==> config.mk <==
export PLATFORM = sky130hd
export DESIGN_NAME = ekd_front
export DESIGN_NICKNAME = d
export VERILOG_FILES = /design/src/hw/rtl/ekd_pkg.sv /design/src/hw/rtl/ekd_front.sv
export SDC_FILE = /design/constraint.sdc
export NUM_CORES = 1
export LEC_CHECK = 0
export BUFFER_PORTS_ARGS = -buffer_cell sky130_fd_sc_hd__buf_2
export CAP_MARGIN = 20
export CORE_MARGIN = 4
export CORE_UTILIZATION = 38
export DETAILED_ROUTE_END_ITERATION = 12
export GPL_ROUTABILITY_DRIVEN = 0
export PLACE_DENSITY_LB_ADDON = 0.05
export SETUP_SLACK_MARGIN = 0.1
export SLEW_MARGIN = 0
export SYNTH_ARGS = -nofsm -noshare
export SYNTH_HDL_FRONTEND = slang
export SYNTH_SLANG_ARGS = --single-unit
==> constraint.sdc <==
create_clock -name aclk -period 1.77 [get_ports aclk]
set_input_delay 0.177 -clock aclk [delete_from_list [all_inputs] [get_ports aclk]]
set_output_delay 0.177 -clock aclk [all_outputs]
set_load 0.02 [all_outputs]
==> src/hw/rtl/ekd_pkg.sv <==
// Shared types and constants for the exact-k distinct subarray counter.
// No dependencies; every other file in hw/rtl imports this package.
`timescale 1ns / 1ps
`default_nettype none

package ekd_pkg;

    localparam int VALUE_W         = 10;
    localparam int K_W             = 11;
    localparam int COUNT_W         = 20;
    localparam logic [COUNT_W-1:0] COUNT_MAX = {COUNT_W{1'b1}};

    localparam int IN_TDATA_W      = 16;
    localparam int OUT_TDATA_W     = 24;

    localparam int MAX_LEN_DEF     = 1024;
    localparam int VALUE_RANGE_DEF = 1024;
    localparam int QUEUE_DEPTH     = 4;

    localparam int CFG_ADDR_W      = 3;
    localparam int CFG_DATA_W      = 32;
    // register index, decoded from the word address paddr[CFG_ADDR_W-1:2]
    localparam logic [CFG_ADDR_W-3:0] REG_K_DISTINCT = '0;
    localparam logic [K_W-1:0]        K_RESET        = K_W'(1);

    typedef struct packed {
        logic [VALUE_W-1:0] value;
        logic               last;
        logic               reject;
    } ekd_item_t;

    typedef struct packed {
        logic init_busy;
        logic idle;
    } ekd_status_t;

endpackage

`default_nettype wire

==> src/hw/rtl/ekd_front.sv <==
// Front end: accepts input transfers, tracks sequence length and marks items to ignore.
// Depends on ekd_pkg.
`timescale 1ns / 1ps
`default_nettype none

module ekd_front #(
    parameter int MAX_LEN     = ekd_pkg::MAX_LEN_DEF,
    parameter int VALUE_RANGE = ekd_pkg::VALUE_RANGE_DEF
) (
    input  wire logic                           aclk,
    input  wire logic                           aresetn,
    input  wire logic                           s_axis_tvalid,
    output logic                                s_axis_tready,
    input  wire logic [ekd_pkg::IN_TDATA_W-1:0] s_axis_tdata,  // [9:0] value
    input  wire logic                           s_axis_tlast,  // last
    input  wire logic                           q_full,
    output logic                                q_push,
    output ekd_pkg::ekd_item_t                  q_item
);
    import ekd_pkg::*;

    localparam int POS_W = $clog2(MAX_LEN + 1);

    logic [POS_W-1:0]   len_reg;
    logic [POS_W-1:0]   len_next;
    logic [VALUE_W-1:0] value;
    logic               reject;

    assign value         = s_axis_tdata[VALUE_W-1:0];
    assign s_axis_tready = !q_full;
    assign q_push        = s_axis_tvalid && !q_full;

    assign reject = (len_reg >= POS_W'(MAX_LEN)) || (32'(value) >= 32'(VALUE_RANGE));

    always_comb begin
        q_item.value  = value;
        q_item.last   = s_axis_tlast;
        q_item.reject = reject;
    end

    always_comb begin
        len_next = len_reg;
        if (q_push) begin
            if (s_axis_tlast) begin
                len_next = '0;
            end else if (!reject) begin
                len_next = len_reg + POS_W'(1);
            end
        end
    end

    always_ff @(posedge aclk) begin
        if (!aresetn) begin
            len_reg <= '0;
        end else begin
            len_reg <= len_next;
        end
    end

endmodule

`default_nettype wire

==> run_results.csv <==
group,metric,value,unit
synthesis,synth_edf_count,0,
worst_setup_path,end_kind,"flip-flop",
clocking,clkSinkCount,11,
timing,hold_violations,0,
synthesis,synth_warnings,0,
floorplanning,num_rows,15,
cells_and_area,area_growth,-1.073,%
timing,setup_ws,0.4092,ns
timing,tns,0,ns
worst_setup_path,critical_path_class,"reg2reg",
synthesis,syn_nets,98,
synthesis,synth_cell_types,29,
floorplanning,die-height,50.90,microns
synthesis,synth_area_leaders,"dfxtp_1 31%, buf_4 13%, xnor2_1 5.0%",
global_routing,grt_pass1_vias,431,
global_routing,overflow,0,
global_routing,grt_max_degree,11,
clocking,cts_hold_buf,0,
power,total_power,462.2,uW
cells_and_area,antenna_cells,0,
synthesis,ys.flop_type,"dfxtp_1",
cells_and_area,drive_above_1_share,27.40,%
power,ir_drop,377.4,uV
power,p_per_area,667.9,mW/mm^2
synthesis,async_flop_share,0,%
status,status,"completed",
cells_and_area,fin_nets,97,
global_routing,grt_pass1_wl,1.897,mm
worst_setup_path,cp-start-kind,"flip-flop",
synthesis,yosysSeqAreaShare,31.48,%
detailed_routing,drc,0,
clocking,h-tree-depth,1,
clocking,post_cts_resized,0,
timing,slew_headroom,68.75,%
detailed_routing,drt.antenna.violating_nets,0,
floorplanning,die_area,0.002591,sq mm
global_routing,antenna_found_initial,0,
timing,clock.fmax,734.8,MHz
place,io_buffers,8,
timing,post-route-period-util,76.88,%
floorplanning,boundaryPins,35,
detailed_routing,avgViaCountPerCell,4.561,
detailed_routing,wl_per_cell,10.98,microns
clocking,clk_latency,0.26,ns
synthesis,postSynthCellCount,75,
synthesis,synth_area,699.4,sq um
detailed_routing,vias,447,
place,hpwl,847.1,microns
floorplanning,core,0.001727,sq mm
timing,rsz0062_at_grt,"false",
clocking,post-cts-setup-buffer-count,0,
worst_setup_path,cp.required,1.91,ns
timing,setup_viol,0,
place,dp_slack,0.4076,ns
synthesis,synth_top_area_share,31.48,%
global_routing,grt_usage,10.07,%
worst_setup_path,critPathMaxFanout,4,
floorplanning,die_x,50.90,microns
worst_hold_path,hp-class,"in2reg",
floorplanning,start_util,40.51,%
clocking,ctsRootBufferMaster,"clkbuf_4",
timing,skew,0.005294,ns
synthesis,yosysTopAreaCell,"dfxtp_1",
detailed_routing,drt_wl_total,1.076,mm
clocking,cts_tree,"done",
cells_and_area,largest_reg_flops,11,
timing,finalCriticalPeriod,1.361,ns
clocking,clockBufferDepth,2,
cells_and_area,fill_cells,187,
job,drv_cap,0,
timing,final_max_slew_viol_count,0,
detailed_routing,drtIter0Drc,4,
detailed_routing,dr.pass1.iters,4,
synthesis,avgSynthCellArea,9.326,sq um
clocking,clkSlewWorstSetupHoldPaths,0.08,ns
timing,worst_slew_pin_slew,0.4688,ns
power,p_leak,0.0002589,uW
worst_setup_path,cp.arrival,1.50,ns
synthesis,ys_ff_latch,11,
clocking,cts-buffers-inserted,3,
power breakdown:
group          switching [uW]  leakage (uW)  internal (uW)  total, uW
Sequential               3.55     0.0000887            249        253
Clock                    85.6     0.0000150           87.0        173
Combinational            22.8      0.000155           13.7       36.5
Total                     112      0.000259            350        462
synth_stat cells, drive strengths merged, types with 2 or more instances:
library cell,count
ha,2
dfxtp,11
inv,6
xnor2,4
buf,13
nand3,6
nor2,10
and3,2
xor2,4
o21ai,2
nand2b,2
logic make-up (layout without fill, tap and decap cells):
family | after synthesis | count (layout) | synth area share [%]
AND/OR/NAND/NOR | 28 | 28 | 30.95
buffers and inverters | 20 | 18 | 18.25
flip-flops | 11 | 11 | 31.48
XOR/XNOR | 8 | 8 | 10.02
AO/OA/AOI/OAI | 6 | 6 | 5.725
adder cells (fa/ha/maj) | 2 | 2 | 3.577
metrics by stage:
step | hold WS [ns] | std cells | instance area (sq um) | utilization (%)
floorplan | 0.3308 | 75 | 699.4 | -
CTS | 0.1769 | 98 | 691.9 | 40.07
global route | 0.1849 | 98 | 691.9 | 40.07
finish | 0.1817 | 98 | 691.9 | 40.07
global placement | 0.3541 | 94 | 665.6 | 38.55
detailed placement | 0.3541 | 94 | 665.6 | 38.55
per-layer routing:
metal	vias to the layer above	GRT usage (%)	share of wire, %
li1	229	-	-
met1	207	12.23	50
met2	9	14.38	44
met3	2	3.790	5.4
met4	0	7.175	1.2
met5	-	0	0
path summary, 6_finish.rpt:
| path | startpoint | to | slack, ns | depth (start not counted) |
|---|---|---|---|---|
| worst max-delay path | len_reg[0] | len_reg[8] | 0.41 | 5 |
| worst min-delay path | aresetn | len_reg[1] | 0.18 | 2 |
| worst max register to register | len_reg[0] | len_reg[8] | 0.41 | 5 |
| worst min register to register | len_reg[6] | len_reg[6] | 0.51 | 2 |
critical path, cell delays in order (launching register included):
cell and delay (ns):
dfxtp_1 0.44, ha_1 0.20, and4b_2 0.29, nand4_1 0.11, xor2_1 0.15, nor2_1 0.05
cell type report:
class,count,area (sq um),area share [%]
inverter,6,22.52,3.255
clock buffer,4,26.28,3.797
tap,25,31.28,4.521
multi-input combinational,44,351.6,50.81
timing repair buffer,8,40.04,5.787
sequential,11,220.2,31.83
placed cells by master, fill, tap and decap left out, types with 2 or more instances in the layout:
| cell type | n |
|---|---|
| xnor2_1 | 4 |
| ha_1 | 2 |
| inv_1 | 6 |
| dfxtp_1 | 11 |
| and3_1 | 2 |
| clkbuf_4 | 3 |
| nor2_1 | 9 |
| buf_2 | 8 |
| nand3_1 | 5 |
| xor2_1 | 4 |
Power figures use the tool's default switching activity.
