**src/hw/rtl/ekd_pkg.sv**
```systemverilog
// Shared types and constants for the exact-k distinct subarray counter.
// No dependencies; every other file in hw/rtl imports this package.
`timescale 1ns / 1ps
`default_nettype none

package ekd_pkg;

    localparam int VALUE_W         = 10;
    localparam int K_W             = 11;
    localparam int COUNT_W         = 20;
    localparam logic [COUNT_W-1:0] COUNT_MAX = {COUNT_W{1'b1}};

    localparam int IN_TDATA_W      = 16;
    localparam int OUT_TDATA_W     = 24;

    localparam int MAX_LEN_DEF     = 1024;
    localparam int VALUE_RANGE_DEF = 1024;
    localparam int QUEUE_DEPTH     = 4;

    localparam int CFG_ADDR_W      = 3;
    localparam int CFG_DATA_W      = 32;
    // register index, decoded from the word address paddr[CFG_ADDR_W-1:2]
    localparam logic [CFG_ADDR_W-3:0] REG_K_DISTINCT = '0;
    localparam logic [K_W-1:0]        K_RESET        = K_W'(1);

    typedef struct packed {
        logic [VALUE_W-1:0] value;
        logic               last;
        logic               reject;
    } ekd_item_t;

    typedef struct packed {
        logic init_busy;
        logic idle;
    } ekd_status_t;

endpackage

`default_nettype wire

```
**src/hw/rtl/ekd_queue.sv**
```systemverilog
// Short item queue between the front end and the window engine.
// Depends on ekd_pkg for the item type.
`timescale 1ns / 1ps
`default_nettype none

module ekd_queue #(
    parameter int DEPTH = ekd_pkg::QUEUE_DEPTH
) (
    input  wire logic               aclk,
    input  wire logic               aresetn,
    input  wire logic               push,
    input  ekd_pkg::ekd_item_t      push_item,
    input  wire logic               pop,
    output logic                    full,
    output logic                    valid,
    output ekd_pkg::ekd_item_t      head_item
);
    import ekd_pkg::*;

    localparam int PTR_W = (DEPTH > 1) ? $clog2(DEPTH) : 1;
    localparam int CNT_W = $clog2(DEPTH + 1);

    ekd_item_t        slot_reg [DEPTH];
    logic [PTR_W-1:0] wr_ptr_reg;
    logic [PTR_W-1:0] rd_ptr_reg;
    logic [CNT_W-1:0] fill_reg;
    logic [PTR_W-1:0] wr_ptr_next;
    logic [PTR_W-1:0] rd_ptr_next;
    logic [CNT_W-1:0] fill_next;
    logic             do_push;
    logic             do_pop;

    assign full      = (fill_reg == CNT_W'(DEPTH));
    assign valid     = (fill_reg != '0);
    assign head_item = slot_reg[rd_ptr_reg];
    assign do_push   = push && !full;
    assign do_pop    = pop && valid;

    always_comb begin
        wr_ptr_next = wr_ptr_reg;
        rd_ptr_next = rd_ptr_reg;
        fill_next   = fill_reg;
        if (do_push) begin
            wr_ptr_next = (wr_ptr_reg == PTR_W'(DEPTH - 1)) ? '0 : wr_ptr_reg + PTR_W'(1);
        end
        if (do_pop) begin
            rd_ptr_next = (rd_ptr_reg == PTR_W'(DEPTH - 1)) ? '0 : rd_ptr_reg + PTR_W'(1);
        end
        if (do_push && !do_pop) begin
            fill_next = fill_reg + CNT_W'(1);
        end else if (do_pop && !do_push) begin
            fill_next = fill_reg - CNT_W'(1);
        end
    end

    always_ff @(posedge aclk) begin
        if (do_push) begin
            slot_reg[wr_ptr_reg] <= push_item;
        end
    end

    always_ff @(posedge aclk) begin
        if (!aresetn) begin
            wr_ptr_reg <= '0;
            rd_ptr_reg <= '0;
            fill_reg   <= '0;
        end else begin
            wr_ptr_reg <= wr_ptr_next;
            rd_ptr_reg <= rd_ptr_next;
            fill_reg   <= fill_next;
        end
    end

endmodule

`default_nettype wire

```
**config.mk**
```make
export PLATFORM = sky130hd
export DESIGN_NAME = ekd_queue
export DESIGN_NICKNAME = d
export VERILOG_FILES = /design/src/hw/rtl/ekd_pkg.sv /design/src/hw/rtl/ekd_queue.sv
export SDC_FILE = /design/constraint.sdc
export NUM_CORES = 1
export LEC_CHECK = 0
export ABC_AREA = 1
export BUFFER_PORTS_ARGS = -buffer_cell sky130_fd_sc_hd__buf_2
export CAP_MARGIN = 20
export CORE_MARGIN = 2
export CORE_UTILIZATION = 56
export DETAILED_ROUTE_END_ITERATION = 8
export HOLD_SLACK_MARGIN = 0.05
export PLACE_DENSITY = 0.82
export SLEW_MARGIN = 20
export SYNTH_ARGS = -nofsm -noshare
export SYNTH_HDL_FRONTEND = slang
export SYNTH_SLANG_ARGS = --single-unit
```
**constraint.sdc**
```tcl
create_clock -name aclk -period 2.1 [get_ports aclk]
set_clock_uncertainty 0.15 [all_clocks]
set_input_delay 0.42 -clock aclk [delete_from_list [all_inputs] [get_ports aclk]]
set_output_delay 0.42 -clock aclk [all_outputs]
set_load 0.005 [all_outputs]
```
==> results.py <==
metrics = {
    "logic_synthesis": {
        "postSynthAreaPerCell_um2": 12.2,
        "ys_seq_area_frac": 0.711,
        "synth-edff-count": 48,
        "netlist_area_um2": 2280,
        "synth_top_flop_cell": "edfxtp_1",
        "syn_nets": 210,
        "synthCells": 187,
        "ys_warn_count": 0,
        "synth-seq-cells": 57,
        "async_flop_share": 0,
        "synth.distinct_cells": 19,
    },
    "timing": {
        "fin_ws_ps": 91.6,
        "min_period_ps": 2010,
        "rsz0062_at_grt": "true",
        "hold_violations": 0,
        "finalCritPeriodShare": 0.956,
        "fmax_mhz": 498,
        "relSlewSlack": 0.812,
        "final-setup-viol-count": 0,
        "tightest_slew_ps": 281,
        "slew_violations": 0,
    },
    "critical_path": {
        "cp.required_ps": 1530,
        "crit_type": "reg2out",
        "cp_slowest_cell": "dfxtp_1",
        "worstSetupStartpointType": "flop",
        "crit_family": "flip-flops",
        "arrival_ps": 1440,
        "endpoint_kind": "output port",
        "crit_path_cell_trace": "buf_4 -> o21ai_0 -> o22ai_1 -> buf_2",
        "slowest_delay_ps": 480,
        "critical_path.max_fanout": 7,
        "cp.buffers_inverters": 2,
    },
    "power_and_ir_drop": {
        "p_sw_w": 0.00105,
        "intPower_w": 0.00219,
        "irDropWorstVdd_mv": 0.698,
        "seqPwrFrac": 0.462,
        "switching_share": 0.324,
        "p_leak_nw": 1.05,
        "pwr-share-clk": 0.243,
        "power_density_nw_per_um2": 1220,
        "power.share.combinational": 0.295,
    },
    "finish": {
        "final_cells": 282,
        "drive_gt1_frac": 0.246,
        "largest_reg_flops": 48,
        "synthToLayoutAreaGrowth_pct": 16.5,
        "finalNetCount": 251,
        "diodes": 0,
        "fillers": 285,
    },
    "clock_network": {
        "cts_tree": "built",
        "clk_pin_slew_ps": 60,
        "cts_root_buf": "clkbuf_8",
        "htreeDepth": 3,
        "cts_made_buffers": 9,
        "post-cts-setup-buffer-count": 0,
        "clock_latency_ps": 320,
        "clock_sinks": 57,
        "clk_path_buf_depth": 2,
    },
    "place": {
        "place_congestion": 0.763,
        "post-dp-hpwl_mm": 2.48,
        "dp_cells": 267,
        "port_buffers": 29,
        "pre_cts_ws_ps": 121,
    },
    "grt": {
        "gr-usage-all-layers": 0.193,
        "met1_usage": 0.238,
        "grt_overflow": 0,
        "antenna_found_initial": 0,
        "grt_pass1_vias": 1395,
        "grt_max_degree": 25,
        "grt_pass1_wl_mm": 6.15,
        "grtUsageMet2": 0.305,
        "top_usage_layer": "met2",
        "grt_use_met3": 0.0493,
    },
    "detailed_routing": {
        "postRouteAntennaNets": 0,
        "viasPerCell": 5.19,
        "wl_mm": 3.95,
        "first_pass_iters": 4,
        "drcViolationCount": 0,
        "via_count": 1463,
        "routedWlPerCell_um": 14.0,
        "first_iter_violations": 83,
    },
    "outcome": {
        "outcome": "finished clean",
    },
    "die": {
        "placeableCoreArea_um2": 3970,
        "start_util": 0.574,
        "die_w_um": 67.8,
        "die_h_um": 67.8,
        "ios": 30,
        "rows": 23,
        "dieArea_um2": 4600,
    },
    "run": {
        "cap_violations": 0,
    },
    "min_path": {
        "worstHoldPathType": "in2reg",
    },
}
-- placed cells by master, fill, tap and decap left out, types with 2 or more instances in the layout --
master and count:
o21ai_0 10, o22ai_1 12, dfxtp_1 7, inv_1 16, clkinv_2 3, nor2_1 40
clkbuf_8 9, a21oi_1 2, buf_2 29, nand2_1 12, clkinv_1 3, nand2_2 3
buf_4 7, dfxtp_2 2, edfxtp_1 48, o21ai_1 16, ha_1 5
-- timing repair --
| item | 4_1_cts | 5_1_grt |
|---|---|---|
| resized for setup | 1 | 7 |
| endpoints found under the hold margin | 0 | 0 |
| pin swaps | 0 | 1 |
| endpoints found under the setup margin | 1 | 3 |
| hold buffers | 0 | 0 |
-- cell families after synthesis --
kind of cell,count (synthesis),share of synthesized area
buffers and inverters,24,0.0505
AO/OA/AOI/OAI,40,0.0944
adder cells (fa/ha/maj),7,0.0417
flip-flops,57,0.711
AND/OR/NAND/NOR,59,0.103
-- synth_stat cells, types with 2 or more instances --
library cell  instances  area (um2)
edfxtp_1             48        1440
nor2_1               41         154
inv_1                17        63.8
o21ai_1              16        80.1
nand2_1              13        48.8
o22ai_1              12        75.1
o21ai_0              10        50.1
dfxtp_1               9         180
ha_1                  6        75.1
a21oi_1               2        10.0
buf_2                 2        10.0
buf_4                 2        15.0
buf_6                 2        22.5
nand2_2               2        12.5
-- routing by layer --
metal / up-vias / part of all wire
met5: - / 0
met4: 0 / 0.024
met3: 9 / 0.057
met2: 39 / 0.50
met1: 677 / 0.42
li1: 738 / -
-- power groups by stage --
stage / clock network, W / registers [W] / logic (W)
after floorplan: 0 / 0.00148 / 0.000631
final: 0.000785 / 0.00149 / 0.000954
after global routing: 0.000838 / 0.00151 / 0.00108
after detailed placement: 0 / 0.00150 / 0.000930
after global placement: 0 / 0.00150 / 0.000897
after CTS: 0.000790 / 0.00148 / 0.000947
-- worst paths after layout --
kind | slack, ps | cells past startpoint | endpoint | startpoint
max reg2reg | 100 | 12 | fill_reg[2] | fill_reg[1]
max | 90 | 4 | head_item[5] | flop
min | 160 | 1 | slot_reg[0][7] | push_item[7]
min reg2reg | 350 | 2 | fill_reg[0] | fill_reg[0]
-- metrics by stage --
step                power [W]  utilization  instance area (um2)  hold slack [ps]  TNS (ps)
floorplan             0.00211            -                 2280              330         0
global placement      0.00240        0.628                 2490              348         0
detailed placement    0.00243        0.628                 2490              354         0
CTS                   0.00322        0.666                 2640              153         0
global route          0.00343        0.669                 2660              155    -0.260
finish                0.00323        0.669                 2660              163         0
-- cell type report --
| class | count | area [um2] | area share |
|---|---|---|---|
| Multi-Input combinational cell | 106 | 552 | 0.208 |
| Sequential cell | 57 | 1620 | 0.611 |
| Clock inverter | 6 | 26.3 | 0.00989 |
| Timing Repair Buffer | 36 | 198 | 0.0744 |
| Inverter | 18 | 70.1 | 0.0264 |
| Clock buffer | 9 | 124 | 0.0466 |
| Tap cell | 50 | 62.6 | 0.0236 |
No activity file was read; power rests on OpenSTA's default activity.
